<file path="src/hdl/cbr_pkg.sv">
`default_nettype none

package cbr_pkg;

  localparam int unsigned TABLE_ROWS_DEF = 11;
  localparam int unsigned ROW_IDX_W      = 4;
  localparam logic [15:0] TIMEOUT_RESET  = 16'd600;

  // Block whose payload carries the first memory frequency, and its payload span.
  localparam logic [5:0] FREQ_BLOCK = 6'd8;
  localparam logic [7:0] FREQ_FIRST = 8'd11;
  localparam logic [7:0] FREQ_LAST  = 8'd14;

  typedef enum logic [1:0] {
    OP_BYTE  = 2'd0,
    OP_TICK  = 2'd1,
    OP_START = 2'd2,
    OP_DISC  = 2'd3
  } op_t;

  typedef enum logic [1:0] {
    EV_ACK     = 2'd0,
    EV_DONE    = 2'd1,
    EV_BAD     = 2'd2,
    EV_TIMEOUT = 2'd3
  } ev_t;

  typedef struct packed {
    op_t        op;
    logic [7:0] data;
  } cmd_t;

  typedef struct packed {
    ev_t         ev;
    logic [5:0]  blk;
    logic        fv;
    logic [31:0] freq;
  } res_t;

  function automatic logic [7:0] row_len(input logic [ROW_IDX_W-1:0] row);
    logic [7:0] len;
    case (row)
      4'd0:    len = 8'd2;
      4'd1:    len = 8'd40;
      4'd2:    len = 8'd208;
      4'd3:    len = 8'd182;
      4'd4:    len = 8'd208;
      4'd5:    len = 8'd182;
      4'd6:    len = 8'd198;
      4'd7:    len = 8'd53;
      4'd8:    len = 8'd130;
      4'd9:    len = 8'd118;
      4'd10:   len = 8'd118;
      default: len = 8'd0;
    endcase
    return len;
  endfunction

  function automatic logic [5:0] row_count(input logic [ROW_IDX_W-1:0] row);
    logic [5:0] cnt;
    case (row)
      4'd8:    cnt = 6'd40;
      default: cnt = 6'd1;
    endcase
    return cnt;
  endfunction

endpackage

`default_nettype wire

</file>
<file path="src/hdl/cbr_fifo.sv">
`default_nettype none

module cbr_fifo #(
  parameter int unsigned WIDTH = 8
) (
  input  wire logic             clk,
  input  wire logic             rst_n,
  input  wire logic             push,
  input  wire logic [WIDTH-1:0] wdata,
  output logic                  full,
  input  wire logic             pop,
  output logic [WIDTH-1:0]      rdata,
  output logic                  empty
);

  // Two entries: enough for back-to-back transfers on both sides.
  logic [WIDTH-1:0] slot0_r, slot1_r;
  logic             wr_ptr_r, rd_ptr_r;
  logic [1:0]       cnt_r;
  logic             do_push, do_pop;

  assign full    = (cnt_r == 2'd2);
  assign empty   = (cnt_r == 2'd0);
  assign do_push = push && !full;
  assign do_pop  = pop && !empty;
  assign rdata   = rd_ptr_r ? slot1_r : slot0_r;

  always_ff @(posedge clk) begin
    if (do_push) begin
      if (wr_ptr_r) begin
        slot1_r <= wdata;
      end else begin
        slot0_r <= wdata;
      end
    end
  end

  always_ff @(posedge clk) begin
    if (!rst_n) begin
      wr_ptr_r <= 1'b0;
      rd_ptr_r <= 1'b0;
      cnt_r    <= 2'd0;
    end else begin
      if (do_push) begin
        wr_ptr_r <= ~wr_ptr_r;
      end
      if (do_pop) begin
        rd_ptr_r <= ~rd_ptr_r;
      end
      case ({do_push, do_pop})
        2'b10:   cnt_r <= cnt_r + 2'd1;
        2'b01:   cnt_r <= cnt_r - 2'd1;
        default: cnt_r <= cnt_r;
      endcase
    end
  end

endmodule

`default_nettype wire

</file>
<file path="src/hdl/cbr_front.sv">
`default_nettype none

module cbr_front
  import cbr_pkg::*;
(
  input  wire logic       clk,
  input  wire logic       rst_n,
  input  wire logic       in_push,
  input  wire logic [1:0] in_opcode,
  input  wire logic [7:0] in_data_byte,
  output logic            in_full,
  input  wire logic       cmd_pop,
  output cmd_t            cmd,
  output logic            cmd_empty
);

  cmd_t                    cmd_in;
  logic [$bits(cmd_t)-1:0] cmd_bits;

  // Only received bytes carry data; other commands get a zero data field.
  always_comb begin
    cmd_in.op = op_t'(in_opcode);
    case (cmd_in.op)
      OP_BYTE: cmd_in.data = in_data_byte;
      default: cmd_in.data = 8'd0;
    endcase
  end

  cbr_fifo #(
    .WIDTH($bits(cmd_t))
  ) u_cmd_q (
    .clk   (clk),
    .rst_n (rst_n),
    .push  (in_push),
    .wdata (cmd_in),
    .full  (in_full),
    .pop   (cmd_pop),
    .rdata (cmd_bits),
    .empty (cmd_empty)
  );

  assign cmd = cmd_t'(cmd_bits);

endmodule

`default_nettype wire

</file>
<file path="src/hdl/cbr_back.sv">
`default_nettype none

module cbr_back
  import cbr_pkg::*;
#(
  parameter int unsigned TABLE_ROWS = TABLE_ROWS_DEF
) (
  input  wire logic        clk,
  input  wire logic        rst_n,
  input  wire logic        cfg_we,
  input  wire logic [15:0] cfg_timeout_ticks,
  input  wire cmd_t        cmd,
  input  wire logic        cmd_empty,
  output logic             cmd_pop,
  input  wire logic        res_full,
  output logic             res_push,
  output res_t             res
);

  localparam logic [ROW_IDX_W:0] ROWS_END = (ROW_IDX_W+1)'(TABLE_ROWS);

  logic [15:0]          timeout_r;
  logic                 recv_r, recv_nxt;
  logic [ROW_IDX_W-1:0] row_r, row_nxt;
  logic [5:0]           rep_r, rep_nxt;
  logic [5:0]           exp_r, exp_nxt;
  logic [7:0]           pos_r, pos_nxt;
  logic                 num_ok_r, num_ok_nxt;
  logic [7:0]           sum_r, sum_nxt;
  logic [31:0]          freq_r, freq_nxt;
  logic [15:0]          tick_r, tick_nxt;

  logic                 fire;
  logic [7:0]           len;
  logic [15:0]          tick_inc;
  logic [5:0]           rep_inc;
  logic [ROW_IDX_W-1:0] row_adv;
  logic                 last;

  assign fire    = !cmd_empty && !res_full;
  assign cmd_pop = fire;
  assign len     = row_len(row_r);

  always_comb begin
    recv_nxt   = recv_r;
    row_nxt    = row_r;
    rep_nxt    = rep_r;
    exp_nxt    = exp_r;
    pos_nxt    = pos_r;
    num_ok_nxt = num_ok_r;
    sum_nxt    = sum_r;
    freq_nxt   = freq_r;
    tick_nxt   = tick_r;
    res_push   = 1'b0;
    res.ev     = EV_ACK;
    res.blk    = exp_r;
    res.fv     = 1'b0;
    res.freq   = 32'd0;
    tick_inc   = (tick_r != 16'hFFFF) ? tick_r + 16'd1 : tick_r;
    rep_inc    = rep_r + 6'd1;
    row_adv    = row_r;
    last       = 1'b0;

    if (fire) begin
      if (cmd.op == OP_START) begin
        if (!recv_r) begin
          recv_nxt   = 1'b1;
          row_nxt    = '0;
          rep_nxt    = 6'd0;
          exp_nxt    = 6'd0;
          pos_nxt    = 8'd0;
          num_ok_nxt = 1'b0;
          sum_nxt    = 8'd0;
          freq_nxt   = 32'd0;
          tick_nxt   = 16'd0;
        end
      end else if (recv_r) begin
        case (cmd.op)
          OP_DISC: begin
            recv_nxt = 1'b0;
          end
          OP_TICK: begin
            tick_nxt = tick_inc;
            if (tick_inc >= timeout_r) begin
              recv_nxt = 1'b0;
              res_push = 1'b1;
              res.ev   = EV_TIMEOUT;
            end
          end
          OP_BYTE: begin
            if (pos_r == 8'd0) begin
              num_ok_nxt = (cmd.data == {2'b00, exp_r});
              pos_nxt    = 8'd1;
            end else if (pos_r <= len) begin
              sum_nxt = sum_r + cmd.data;
              if (exp_r == FREQ_BLOCK && pos_r >= FREQ_FIRST && pos_r <= FREQ_LAST) begin
                freq_nxt = {freq_r[23:0], cmd.data};
              end
              pos_nxt = pos_r + 8'd1;
            end else if (!num_ok_r || cmd.data != sum_r) begin
              // Checksum position: a wrong number or sum ends the transfer.
              recv_nxt = 1'b0;
              res_push = 1'b1;
              res.ev   = EV_BAD;
            end else begin
              if (rep_inc >= row_count(row_r)) begin
                row_adv = row_r + ROW_IDX_W'(1);
                rep_nxt = 6'd0;
              end else begin
                rep_nxt = rep_inc;
              end
              row_nxt  = row_adv;
              last     = ({1'b0, row_adv} >= ROWS_END) || (row_adv == '0);
              res_push = 1'b1;
              res.ev   = last ? EV_DONE : EV_ACK;
              res.fv   = (exp_r == FREQ_BLOCK);
              res.freq = (exp_r == FREQ_BLOCK) ? freq_r : 32'd0;
              exp_nxt  = exp_r + 6'd1;
              if (last) begin
                recv_nxt = 1'b0;
              end
              pos_nxt    = 8'd0;
              num_ok_nxt = 1'b0;
              sum_nxt    = 8'd0;
              freq_nxt   = 32'd0;
              tick_nxt   = 16'd0;
            end
          end
          default: begin
            recv_nxt = recv_r;
          end
        endcase
      end
    end
  end

  always_ff @(posedge clk) begin
    if (!rst_n) begin
      timeout_r <= TIMEOUT_RESET;
      recv_r    <= 1'b0;
      row_r     <= '0;
      rep_r     <= 6'd0;
      exp_r     <= 6'd0;
      pos_r     <= 8'd0;
      num_ok_r  <= 1'b0;
      sum_r     <= 8'd0;
      freq_r    <= 32'd0;
      tick_r    <= 16'd0;
    end else begin
      if (cfg_we) begin
        timeout_r <= cfg_timeout_ticks;
      end
      recv_r   <= recv_nxt;
      row_r    <= row_nxt;
      rep_r    <= rep_nxt;
      exp_r    <= exp_nxt;
      pos_r    <= pos_nxt;
      num_ok_r <= num_ok_nxt;
      sum_r    <= sum_nxt;
      freq_r   <= freq_nxt;
      tick_r   <= tick_nxt;
    end
  end

endmodule

`default_nettype wire

</file>
<file path="src/hdl/clone_block_receiver_top.sv">
`default_nettype none

// Clone block receiver: after a start command it checks a memory clone transfer of
// fixed-length blocks (number byte, payload, 8-bit sum) and reports one event per
// finished block, a bad block or a timeout, with the frequency taken from block 8.
// Both sides are queues of two entries; the back end takes one item every clock
// cycle whenever the command queue holds one and the result queue has room. An item
// is registered in the command queue and its result in the result queue. The user
// must write the timeout register only while idle; the block does not enforce it.

module clone_block_receiver_top
  import cbr_pkg::*;
#(
  parameter int unsigned TABLE_ROWS = TABLE_ROWS_DEF
) (
  input  wire logic        clk,
  input  wire logic        rst_n,
  input  wire logic        cfg_we,
  input  wire logic [15:0] cfg_timeout_ticks,
  input  wire logic        in_push,
  output logic             in_full,
  input  wire logic [1:0]  in_opcode,
  input  wire logic [7:0]  in_data_byte,
  output logic             out_empty,
  input  wire logic        out_pop,
  output logic [1:0]       out_event_res,
  output logic [5:0]       out_block_number,
  output logic             out_freq_valid,
  output logic [31:0]      out_memory_freq
);

  cmd_t                    cmd;
  logic                    cmd_empty;
  logic                    cmd_pop;
  logic                    res_full;
  logic                    res_push;
  res_t                    res;
  logic [$bits(res_t)-1:0] res_bits;
  res_t                    res_out;

  cbr_front u_front (
    .clk          (clk),
    .rst_n        (rst_n),
    .in_push      (in_push),
    .in_opcode    (in_opcode),
    .in_data_byte (in_data_byte),
    .in_full      (in_full),
    .cmd_pop      (cmd_pop),
    .cmd          (cmd),
    .cmd_empty    (cmd_empty)
  );

  cbr_back #(
    .TABLE_ROWS(TABLE_ROWS)
  ) u_back (
    .clk               (clk),
    .rst_n             (rst_n),
    .cfg_we            (cfg_we),
    .cfg_timeout_ticks (cfg_timeout_ticks),
    .cmd               (cmd),
    .cmd_empty         (cmd_empty),
    .cmd_pop           (cmd_pop),
    .res_full          (res_full),
    .res_push          (res_push),
    .res               (res)
  );

  cbr_fifo #(
    .WIDTH($bits(res_t))
  ) u_res_q (
    .clk   (clk),
    .rst_n (rst_n),
    .push  (res_push),
    .wdata (res),
    .full  (res_full),
    .pop   (out_pop),
    .rdata (res_bits),
    .empty (out_empty)
  );

  assign res_out          = res_t'(res_bits);
  assign out_event_res    = res_out.ev;
  assign out_block_number = res_out.blk;
  assign out_freq_valid   = res_out.fv;
  assign out_memory_freq  = res_out.freq;

endmodule

`default_nettype wire

</file>
<file path="config.mk">
export PLATFORM = sky130hd
export DESIGN_NAME = clone_block_receiver_top
export DESIGN_NICKNAME = d
export VERILOG_FILES = /design/src/hdl/cbr_pkg.sv /design/src/hdl/cbr_fifo.sv /design/src/hdl/cbr_front.sv /design/src/hdl/cbr_back.sv /design/src/hdl/clone_block_receiver_top.sv
export SDC_FILE = /design/constraint.sdc
export NUM_CORES = 1
export LEC_CHECK = 0
export BUFFER_PORTS_ARGS = -buffer_cell sky130_fd_sc_hd__buf_2
export CORE_ASPECT_RATIO = 1.5
export CORE_UTILIZATION = 30
export DETAILED_ROUTE_END_ITERATION = 10
export GPL_ROUTABILITY_DRIVEN = 0
export GPL_TIMING_DRIVEN = 0
export PLACE_DENSITY_LB_ADDON = 0.3
export SYNTH_ARGS = -nofsm -noshare
export SYNTH_HDL_FRONTEND = slang
export SYNTH_HIERARCHICAL = 1
export SYNTH_SLANG_ARGS = --single-unit
</file>
<file path="constraint.sdc">
create_clock -name clk -period 7.05 [get_ports clk]
set_input_delay 0 -clock clk [delete_from_list [all_inputs] [get_ports clk]]
set_output_delay 0 -clock clk [all_outputs]
set_load 0.01 [all_outputs]
</file>
After elaboration in Yosys (flattened, before gate mapping)
Memory sizes are Yosys's and may differ from the RTL's. A register that Yosys moved wholly into a read port is not among the register bits.
Cells that the tools add are included.
{ "op_classes": {"n_reduce_logical": 35, "n_addsub": 10, "n_bitwise": 4, "mux": 111, "n_eq_ne": 26, "magnitude_cmp": 6} }
{ "op_table": {"columns": ["op", "count"], "rows": [
  ["32-bit two-way mux", 9],
  ["33-bit two-way mux", 7],
  ["6-bit two-way mux", 22],
  ["16-bit two-way mux", 7],
  ["8-bit two-way mux", 13],
  ["4-bit two-way mux", 17],
  ["41-bit two-way mux", 1],
  ["16-bit one-hot mux with 2 select lines", 1],
  ["1-bit two-way mux", 21],
  ["7-bit AND reduction", 3],
  ["16-bit by 1-bit adder with 16-bit output, second input constant", 1],
  ["16-bit greater-or-equal comparator", 1],
  ["16-bit inequality test, second input constant", 1],
  ["2-bit two-way mux", 7],
  ["6-bit by 1-bit adder with 6-bit output, second input constant", 2],
  ["2-bit == test, second input constant", 6],
  ["3-bit by 2-bit inequality test with 1-bit output, second input constant", 4],
  ["2-bit one-hot mux with 2 select lines", 3],
  ["6-bit AND reduction", 2],
  ["10-bit two-way mux", 1],
  ["3-bit by 1-bit inequality test with 1-bit output, second input constant", 3],
  ["8-bit by 1-bit adder with 8-bit output, second input constant", 1],
  ["8-bit adder", 1],
  ["8-bit by 6-bit == test with 1-bit output", 1],
  ["28 further kinds", 57]
]} }
{ "totals": {"output_inout_bits": 43, "mem_count": 1, "word_cells": 213, "in_bits": 31, "rom_bits": 128, "register_bits": 208} }
{ "memory_table": {"columns": ["memory", "depth", "word_bits", "rd", "rd_ports_with_merged_regs", "write_ports", "line", "text"], "rows": [
  ["(no name shown)", 16, 8, 1, 1, 0, "cbr_pkg.sv:42", "case (row)"]
]} }

Logic depth before layout (Yosys ltp)
Gate-level depths: netlist of the first run.
{ "logic_depth": {"ltp_word": 29, "depth_mapped": 20, "depth_no_buf": 19} }

Cells and area by module
Netlist of the first run, hierarchy kept.
{ "by_module_without_submodules": {"columns": ["module", "cells_per_inst", "instances", "seq_area_each_um2", "area_each_um2"], "rows": [
  ["cbr_back", 794, 1, 2122.0, 6342.3],
  ["cbr_fifo (u_res_q)", 153, 1, 2542.4, 3151.8],
  ["cbr_fifo (u_front.u_cmd_q)", 56, 1, 680.7, 922.1],
  ["cbr_front", 10, 1, 0.0, 122.6]
]} }

Worst setup path before layout of the first run
OpenSTA, ideal clock, no wires.
{ "synth_timing": {"kind": "register to register", "start": "register u_back.tick_r[3]", "end": "register u_res_q.slot0_r[0], enable pin", "stages_incl_launch_ff": 18, "arrival_ns": 3.990, "path_buffers": 1, "setup_slack_ns": 2.665, "cell_sequence": "dfxtp_1 buf_2 and4_1 nand4_1 nor3_2 nand3_1 mux2_2 ha_1 a21o_1 a21o_1 a21oi_1 o21ai_0 a21oi_1 nand2b_1 a21oi_1 inv_1 or3_1 inv_1"} }
{ "synth_between": {"elab_chain_cells": 10} }
{ "synth_lines": {"columns": ["element", "line", "text"], "rows": [
  ["start: declaration", "cbr_back.sv:31", "logic [15:0] tick_r, tick_nxt;"],
  ["start signal: assignment", "cbr_back.sv:161", "tick_r <= tick_nxt;"],
  ["16-bit by 1-bit adder with 16-bit output / 16-bit inequality test (equally long branches)", "cbr_back.sv:59", "tick_inc = (tick_r != 16'hFFFF) ? tick_r + 16'd1 : tick_r;"],
  ["16-bit two-way mux *", "cbr_back.sv:59", null],
  ["16-bit greater-or-equal comparator *", "cbr_back.sv:84", "if (tick_inc >= timeout_r) begin"],
  ["1-bit two-way mux *", "cbr_back.sv:84", null],
  ["1-bit one-hot mux with 2 select lines *", "cbr_back.sv:78", "case (cmd.op)"],
  ["1-bit two-way mux *", "cbr_back.sv:77", "end else if (recv_r) begin"],
  ["1-bit two-way mux *", "cbr_back.sv:65", "if (cmd.op == OP_START) begin"],
  ["1-bit two-way mux *", "cbr_back.sv:64", "if (fire) begin"],
  ["net res_push", "clone_block_receiver_top.sv:36", "logic res_push;"],
  ["1-bit logical AND *", "cbr_fifo.sv:24", "assign do_push = push && !full;"],
  ["2-bit AND reduction (no source line) *", null, null],
  ["end signal: assignment", "cbr_fifo.sv:33", "slot0_r <= wdata;"],
  ["end: declaration", "cbr_fifo.sv:17", "logic [WIDTH-1:0] slot0_r, slot1_r;"]
]} }
Mark *: on every way through the listed nets, which the timed path passes. The rest lies on a longest branch.
A chain may end at the register's enable or synchronous reset.

Worst setup path in the final report of the first run
{ "layout_timing": {"start": "register u_back.tick_r[3]", "end": "register u_res_q.slot0_r[5], enable pin"} }
The elaborated chain is that of the path after synthesis.

==> results.md, run 1 <==
Drt:
- The total wirelength of the detailed-routed design is 23900 um.
- The routed wire length on met3 is between 800 and 900 um.
- For this run, design rule violations remaining after detail routing come to 0.
- In this run, the number of DRC markers left after iteration 0 of detailed routing was 353.
- The routed metal-1 wirelength is 9580 um.
- The detailed-routing iteration count for the pre-antenna-repair pass is 4.
- The highest signal layer in the routed design is met4.
- The via-per-instance ratio is about 4.7.
- Across all layers, the routed design uses about 7800 vias.
- The post-detailed-route wirelength per cell is 14.6 um.
- The met2 wirelength from detailed routing is 12800 um.
- The detail route stage leaves a number of antenna-violating nets equal to 0.

Logic synthesis:
- Synthesis handed over a netlist of 1013 instances.
- The top cell type's share of synthesized area is 29.1%.
- The synthesized netlist contains 65 unique library cells.
- Among all flip-flop cells after synthesis, the most frequent one is dfxtp_1.
- The sequential cell area fraction in the yosys report is ~51%.
- The post-synthesis sequential element count is between 200 and 250.
- In the post-synthesis netlist, the biggest area contributors are edfxtp_1, dfxtp_1, ha_1, a21oi_1, mux2_2.
- The cell area that synthesis handed to floorplanning was approximately 11000 sq um.
- The net count of the mapped netlist is 1095.
- In the synthesized netlist the async set-or-reset flop fraction comes to 0%.
- Summed over all instances, the cell type with the most area after synthesis is edfxtp_1.
- The average instance in the mapped netlist occupies 10.4 sq um.
- The count of warnings emitted by yosys is 6.
- In this run, synthesis inferred approximately 100 flip-flops with an integrated enable.

Floorplanning:
- 74 I/O pins were placed.
- The core region is 34400 sq um.
- The die covers 35900 sq um.
- The effective utilization at floorplan is 30.7%.
- The floorplan row count is 83.
- Measured along the x axis, the die boundary spans 155 um.
- The die is 232 um tall.

Timing:
- Setup repair after global routing left no endpoint under its margin.
- The final-report max-slew violation count is 0.
- The maximum clock frequency is 210 MHz.
- The final setup violation count is 0.
- The post-route fraction of the period consumed by the critical path is 67.4%.
- The worst pin sits at a relative slew slack of 53.8%.
- For the final routed database, the setup TNS stands at 0 ns.
- The minimum setup slack in the final design is around 2.3 ns.
- The count of final hold-check violations was 0.
- The slew at the pin with the worst max-slew slack is 0.693 ns.
- The worst setup skew after layout is approximately 0.016 ns.
- The smallest clock period supported by the final layout is computed as about 4.8 ns.

Final layout:
- In the final layout, the share of cells above drive strength 1 is 16.8%.
- The net total in the final layout is about 1200.
- The filler cells instantiated in the layout total 3423.
- The layout overhead on the synthesized area is 20.8%.
- The most common cell after layout, fill and taps aside is dfxtp_1.
- 0 antenna diodes ended up in the layout.
- The library cells used most frequently in the layout, excluding fill and tap cells, are dfxtp_1, edfxtp_1, a21oi_1.

Clock network:
- The TritonCTS clock tree is done.
- The tree is rooted in a clkbuf_16.
- Clock tree synthesis found a total of 216 sinks.
- The post-CTS repair timing setup buffer count is 0.
- The total number of H-tree levels is 1.
- No sink is reached through more buffers than the 3 on the longest clock path.
- For the worst-skew pair, the clock arrives at the later sink with an insertion delay of between 0.5 and 0.6 ns.
- In this run, CTS created clock tree buffers numbering 24.
- Clock-pin slew was measured on the worst setup and hold paths at 0.06 ns.

Setup path:
- The slowest stage of the critical path belongs to the cell nor3_2.
- Counting stages on the worst path, the most repeated cell is a21oi_1.
- STA classifies the critical path startpoint as a register.
- STA puts the critical path data arrival time at approximately 4.9 ns.
- The number of cells on the worst reg-to-reg path is 18.
- The kind of end point of the critical path is a register.
- The largest stage delay on the critical path is 0.41 ns.
- Traced cell by cell, the critical path runs through buf_2, and4_1, nand4_1, nor3_2, nand3_1, mux2_2, ha_1, a21o_1, a21o_1, a21oi_1, o21ai_0, a21oi_1, nand2b_1, a21oi_1, inv_1, or3_1, inv_2, buf_12.
- The largest fanout of any net on the critical path is 39.
- The startpoint-to-endpoint class of the critical path is reg2reg.
- The endpoint required time on the critical path is a little over 7 ns.

Min path:
- The path class of the tightest hold or removal check is in2reg.
- Along the worst hold path, the cell count comes to 3.

GRT:
- The global routing usage summed across all routing layers is a little over an eighth.
- The number of antenna violations at the first check in global routing came to 0.
- After global routing the overflow that remains totals 0.
- The pin count of the biggest net entering global routing is 40.
- The number of global-route vias before repair came to around 7600.
- The first global-routing pass estimated 38100 um of wire.

Placement:
- The placed wire-length estimate is 17300 um.
- The worst slack at placement is between 2 and 2.5 ns.
- The number of port buffers is 72.

Power:
- In this run the static leakage power is 4.97 nW.
- The worst-case IR drop observed on VDD is 0.000153 V.
- Power spread over the standard cell area amounts to ~250 nW/um^2.

Status:
- The run finished with clean final reports.

Job:
- The number of maximum-capacitance violations is 0.
[synth_stat cells, types with 4 or more instances]
library cell / instances
a21oi_1: 92
inv_1: 50
clkbuf_1: 27
edfxtp_1: 102
a211oi_1: 5
mux2_2: 35
o21ai_0: 25
nor3_1: 5
mux2i_1: 13
nand3_1: 62
o22ai_1: 5
xnor2_1: 28
nor3b_2: 8
nand4_1: 17
dfxtp_1: 114
nor2_1: 74
and3_1: 11
ha_1: 50
o21ai_1: 5
or3_1: 11
nor4_1: 4
a22oi_1: 8
o211ai_1: 7
xor2_1: 14
a21o_1: 8
nand2b_1: 8
mux2_1: 21
nand2_1: 77
and2_1: 39
o21a_1: 5
a31oi_1: 7
buf_2: 18
[cells by family (layout without fill, tap and decap cells)]
kind of cell	after synthesis	in the layout	synth area share, %
flops	216	216	50.7
compound gates	193	193	11.3
simple gates	341	341	17.1
fa+ha+maj	51	51	6.13
mux	69	69	7.22
xor+xnor	42	42	3.49
buf+inv	101	258	4.06
[worst max-delay path: cells and delay by family, from the launching register on]
family / cells / cell delay, ns
AOI/OAI and AO/OA: 6 / 1.09
adders and majority gates: 1 / 0.27
buffers and inverters: 4 / 0.63
DFF: 1 / 0.30
muxes: 1 / 0.34
and+or+nand+nor: 6 / 1.79
[registers in the layout, summed over array words and instances (netlist names), 2 cells and up]
signal / cells
u_back/freq_r: 32
u_res_q/cnt_r: 2
u_res_q/slot1_r: 41
u_back/exp_r: 6
u_back/tick_r: 16
u_front/u_cmd_q/cnt_r: 2
u_back/pos_r: 8
u_back/len: 8
u_front/u_cmd_q/slot0_r: 10
u_back/timeout_r: 16
u_back/row_r: 4
u_front/u_cmd_q/slot1_r: 10
u_res_q/slot0_r: 41
u_back/rep_r: 6
u_back/sum_r: 8
[timing repair]
action	4_1_cts	5_1_grt
hold buffers	39	0
gates resized for setup	0	0
setup endpoints to repair	0	0
endpoints found under the hold margin	44	0
[area by class of cell]
cell class	count	area (sq um)	share of cell area [%]
timing repair buffer	113	791	6.21
clock inverter	16	184	1.44
sequential	216	5350	42.0
multi-input combinational	696	4770	37.4
inverter	52	195	1.53
clock buffer	28	637	5.00
tap	467	584	4.59
buffer	49	233	1.83
[path summary, 6_finish.rpt]
path	slack (ns)	end	startpoint
worst min register to register	0.45	u_back/freq_r[28]$_SDFFE_PN0P_	u_back/freq_r[28]$_SDFFE_PN0P_
worst max-delay path	2.30	u_res_q/slot0_r[5]$_DFFE_PP_	u_back/tick_r[3]$_SDFFE_PN0P_
worst max register to register	2.30	u_res_q/slot0_r[5]$_DFFE_PP_	u_back/tick_r[3]$_SDFFE_PN0P_
worst min-delay path	0.09	u_back/timeout_r[5]$_SDFFE_PN0P_	cfg_we
[power by group]
part	switching (W)	internal, W	leakage (nW)
Clock	0.000495	0.000792	0.390
Sequential	0.0000218	0.00134	2.03
Combinational	0.000309	0.000169	2.54
[routing by layer]
metal | vias to the layer above | GRT usage (%)
li1 | 3914 | -
met1 | 3650 | 14.5
met2 | 144 | 25.7
met3 | 51 | 1.55
met4 | 0 | 4.80
met5 | - | 0
[metrics by stage]
step | hold slack, ns | cell area, sq um | total power, W | utilization, % | std cells
3_3_place_gp | 0.219 | 11500 | 0.00185 | 33.4 | 1552
6_report | 0.0920 | 12700 | 0.00313 | 37.1 | 1637
5_1_grt | 0.113 | 12700 | 0.00327 | 37.1 | 1637
3_5_place_dp | 0.221 | 11500 | 0.00185 | 33.5 | 1554
4_1_cts | 0.0859 | 12700 | 0.00317 | 37.1 | 1637
2_1_floorplan | 0.0989 | 10500 | 0.00172 | - | 1013
Note: power is estimated with default switching activity, not from simulation.
==> run 2, diff against run 1 <==
--- a/config.mk
+++ b/config.mk
@@ -5,6 +5,7 @@
 export SDC_FILE = /design/constraint.sdc
 export NUM_CORES = 1
 export LEC_CHECK = 0
+export ABC_AREA = 1
 export BUFFER_PORTS_ARGS = -buffer_cell sky130_fd_sc_hd__buf_2
 export CORE_ASPECT_RATIO = 1.5
 export CORE_UTILIZATION = 30
==> constraint.sdc (replaced) <==
create_clock -name clk -period 4.6 [get_ports clk]
set_input_delay 0 -clock clk [delete_from_list [all_inputs] [get_ports clk]]
set_output_delay 0 -clock clk [all_outputs]
set_load 0.01 [all_outputs]
==> results.md, run 2 <==
Power:
- The total power was 0.00474 W (+51%).
- The peak supply drop is 0.000321 V (+110%).
- The power density of the placed cells is 379 nW/um^2 (+54%).
- The leakage component of the power is 4.96 nW (-0.21%).

Setup path:
- The critical path launch point type is a register.
- Among cell families on the critical path, the largest total delay comes from simple AND/OR/NAND/NOR gates.
- The worst reg-to-reg setup slack is 0.34 ns (-1.96 ns).
- The worst reg-to-reg path cell count came to 24 (+6).
- The endpoint required time on the critical path is 4.80 ns (-2.44 ns).
- The worst endpoint data arrival time was 4.46 ns (-0.48 ns).
- The launch instance of the worst register-to-register path is u_back/tick_r[0]$_SDFFE_PN0P_.
- The kind of end point of the critical path is a register.
- The largest fanout of any net on the critical path is 17 (-56%).
- The setup path with the least slack is of type reg2reg.
- The critical path goes through ha_1, nand2_1, inv_1, nand3_1, inv_1, nand3_2, nor2_4, nor2_1, nand3_1, inv_1, nand2_1, xnor2_1, ha_1, nand2_1, nor3_2, nand3_1, nand3_1, nand2_1, a211oi_4, inv_1, nor2_4, nand2_2, clkinv_2, clkbuf_16.
- The largest stage delay on the critical path is 0.40 ns (about the same).
- Among all stages on the critical path, the largest delay is contributed by dfxtp_1.
- The worst reg2reg path endpoint is u_res_q/slot1_r[14]$_DFFE_PP_.
- The worst path buffer plus inverter count came to 6 (+2).

Timing:
- The maximum clock frequency is 234 MHz (+11%).
- The worst-case headroom to the max-slew limit came to 38.5% (-15 points).
- The post-route fraction of the period consumed by the critical path is 92.7% (+25 points).
- Setup repair after global routing left no endpoint under its margin.
- The count of final hold-check violations was 0 (unchanged).
- The post-layout minimum cycle time is 4.26 ns (-0.488 ns).
- The sum of negative setup slack is 0 ns (unchanged).
- The worst setup skew after layout is 0.0181 ns (+0.00203 ns).
- The worst hold slack across all endpoints is 0.0951 ns (+0.00314 ns).
- The final-report max-slew violation count came to 0 (unchanged).
- The final setup violation count was 0 (unchanged).
- The slew at the pin with the worst max-slew slack came to 0.919 ns (+0.226 ns).

Final layout:
- The layout overhead on the synthesized area is 20.0%.
- The library cells used most frequently in the layout, excluding fill and tap cells, are nand2_1, inv_1, dfxtp_1.
- Leaving out fill and tap cells, the most frequent cell in the layout is nand2_1.
- The finished layout cell area is 12500 sq um (-1.8%).
- The share of final-layout standard cells stronger than drive strength 1 was 14.4% (-2.4 points).
- The antenna diode instance count is 0 (unchanged).
- The net total in the final layout is 1424 (+15%).
- The largest registers in the layout are u_res_q/slot0_r x41, u_res_q/slot1_r x41, u_back/freq_r x32.
- The final cell count without fillers came to 1783 (+8.9%).

Floorplanning:
- The total core area is 34300 sq um (-0.30%).
- The number of ports placed on the die boundary is 74 (unchanged).
- The effective utilization at floorplan is 30.4% (-0.24 points).
- The width of the die came to 154 um (-0.53%).
- The vertical die dimension is 230 um (-0.53%).
- The area of the die is 35500 sq um (-1.1%).
- The floorplan row count was 83 (unchanged).

Logic synthesis:
- The leading area contributor after synthesis is edfxtp_1.
- The most common cell in the synthesized netlist is nand2_1.
- The count of flip-flops with a built-in enable after synthesis is 102 (unchanged).
- The post-synthesis sequential element count is 216 (unchanged).
- The async set-or-reset flop fraction in the synthesized netlist is 0% (unchanged).
- The number of library cell types mapped by synthesis is 50 (-23%).
- The count of mapped cells out of synthesis is 1201 (+19%).
- In the synthesized netlist the dominant register cell turns out to be dfxtp_1.
- The count of warnings emitted by yosys is 6 (unchanged).
- The average cell area after synthesis is 8.68 sq um (-17%).
- The net count of the mapped netlist is 1283 (+17%).
- By area the synthesized netlist is led by edfxtp_1, dfxtp_1, nand2_1, ha_1, inv_1.
- The post-synthesis instance area is 10400 sq um (-1.1%).
- The top cell type's share of synthesized area came to 29.4% (+0.31 points).
- The sequential cell area fraction in the yosys report is 51.3% (+0.55 points).
- Ranked by instance count, the synthesized netlist is headed by nand2_1, inv_1, dfxtp_1, nor2_1, edfxtp_1.

Job:
- The number of maximum-capacitance violations was 0 (unchanged).

Clock network:
- The total number of H-tree levels is 1 (unchanged).
- The buffer type at the clock tree root is clkbuf_16.
- The number of buffers created by CTS is 23 (-4.2%).
- The clock net sink count is 216 (unchanged).
- The worst-skew pair later-pin latency is 0.51 ns (about the same).
- The TritonCTS clock tree is done.
- The CTS clock-pin slew for the worst setup and hold paths is 0.06 ns (about the same).
- The worst-case clock buffer depth is 3 (unchanged).

GRT:
- The global routing usage summed across all routing layers is 14.0% (+0.78 points).
- The number of antenna violations at the first check in global routing is 0 (unchanged).
- The remaining global-route overflow is 0 (unchanged).
- The number of global-route vias before repair came to 7912 (+4.2%).
- The pin count of the biggest net entering global routing is 35 (-13%).
- The first-pass GRT wire length is 39700 um (+4.3%).

Drt:
- The post-detailed-route wirelength per cell is 14.0 um (-4.2%).
- The remaining design rule violation count is 0 (unchanged).
- The number of nets with antenna violations after detailed routing is 0 (unchanged).
- The total wirelength of the detailed-routed design came to 24900 um (+4.4%).
- The first-iteration detailed-routing DRC count is 383 (+8.5%).
- The detailed-routing iteration count for the pre-antenna-repair pass was 5 (+1).
- The via-per-instance ratio was 4.63 (-2.2%).
- The routed via count was 8264 (+6.5%).

Min path:
- The worst hold-check path type is in2reg.
- The path with the worst hold slack has its endpoint at u_back/timeout_r[15]$_SDFFE_PN0P_.
- The start point of the worst min-delay path is cfg_we.
- The worst hold path depth was 4 (+1).

Placement:
- The placement-stage cell area is 11400 sq um (-1.4%).
- The cell total after placement is 1700 (+9.4%).
- The number of port buffers is 72 (unchanged).
- The placed wire-length estimate came to 18000 um (+3.8%).

Status:
- The flow ran to the end, and the final reports show no timing, DRC or antenna violations.
==> run 2: cell count changes after synthesis, moves of 18 or more <==
cell | previous run | this run
mux2_2 | 35 | 0
nand3_1 | 62 | 39
mux2_1 | 21 | 0
inv_1 | 50 | 142
nand2_1 | 77 | 282
nor2_2 | 0 | 18
a211oi_1 | 5 | 36
nor2_1 | 74 | 112
xnor2_1 | 28 | 9
and2_1 | 39 | 0
==> run 2: timing repair <==
item / 4_1_cts / 5_1_grt
pin swaps: 1 / 1
cloned: 0 / 1
endpoints found under the hold margin: 44 / 0
gates resized for setup: 1 / 6
endpoints found under the setup margin: 77 / 77
hold buffers: 38 / 0
buffers inserted: 2 / 1
==> run 2: final cells by class <==
| cell class | instances | area [sq um] |
|---|---|---|
| Multi-Input combinational cell | 789 | 4340 |
| Tap cell | 425 | 532 |
| Buffer | 39 | 178 |
| Inverter | 157 | 598 |
| Clock buffer | 28 | 594 |
| Timing Repair Buffer | 116 | 828 |
| Fill cell | 3498 | 21800 |
| Clock inverter | 13 | 91.3 |
| Sequential cell | 216 | 5350 |
==> run 2: worst max path at each step <==
| stage | cells after the start | endpoint | slack (ns) | start |
|---|---|---|---|---|
| floorplan | 23 | u_res_q/slot0_r[0]$_DFFE_PP_ | 0.31 | u_back/tick_r[0]$_SDFFE_PN0P_ |
| global placement | 23 | u_res_q/slot0_r[34]$_DFFE_PP_ | -1.47 | u_back/tick_r[0]$_SDFFE_PN0P_ |
| detailed placement | 24 | u_res_q/slot0_r[35]$_DFFE_PP_ | -0.29 | u_back/tick_r[0]$_SDFFE_PN0P_ |
| CTS | 24 | u_res_q/slot1_r[21]$_DFFE_PP_ | 0.07 | u_back/tick_r[0]$_SDFFE_PN0P_ |
| global route | 28 | u_res_q/cnt_r[1]$_SDFFE_PN0P_ | 0.02 | u_back/tick_r[0]$_SDFFE_PN0P_ |
| finish | 24 | u_res_q/slot1_r[14]$_DFFE_PP_ | 0.34 | u_back/tick_r[0]$_SDFFE_PN0P_ |
==> run 2: layer usage <==
layer,part of all wire [%],wire (um),up-vias,GRT usage (%)
li1,-,-,4242,-
met1,39,9810,3826,14.9
met2,54,13600,158,27.8
met3,3.6,904,38,1.64
met4,2.7,673,0,4.97
met5,0,0,-,0
==> run 2: metrics by stage <==
step | worst slack, ns | util, %
after global routing | 0.0242 | 36.5
after CTS | 0.0723 | 36.3
after detailed placement | -0.287 | 33.2
after floorplan | 0.315 | -
after global placement | -1.47 | 33.0
final | 0.335 | 36.5
==> run 2: worst min-delay path: cells and delay by family <==
family	cells	cell delay (ns)
compound gates	2	0.20
buf+inv	2	0.36
==> run 2: power by group <==
group / switching (W) / internal [W]
clock network: 0.000753 / 0.000974
logic: 0.000618 / 0.000266
registers: 0.0000456 / 0.00208
total: 0.00142 / 0.00332
==> run 2: cells by family after synthesis <==
logic type / Yosys count / share of synthesized area [%]
compound gates: 200 / 11.3
xor+xnor: 23 / 2.00
fa+ha+maj: 51 / 6.19
buf+inv: 196 / 7.43
flops: 216 / 51.3
simple gates: 515 / 21.8
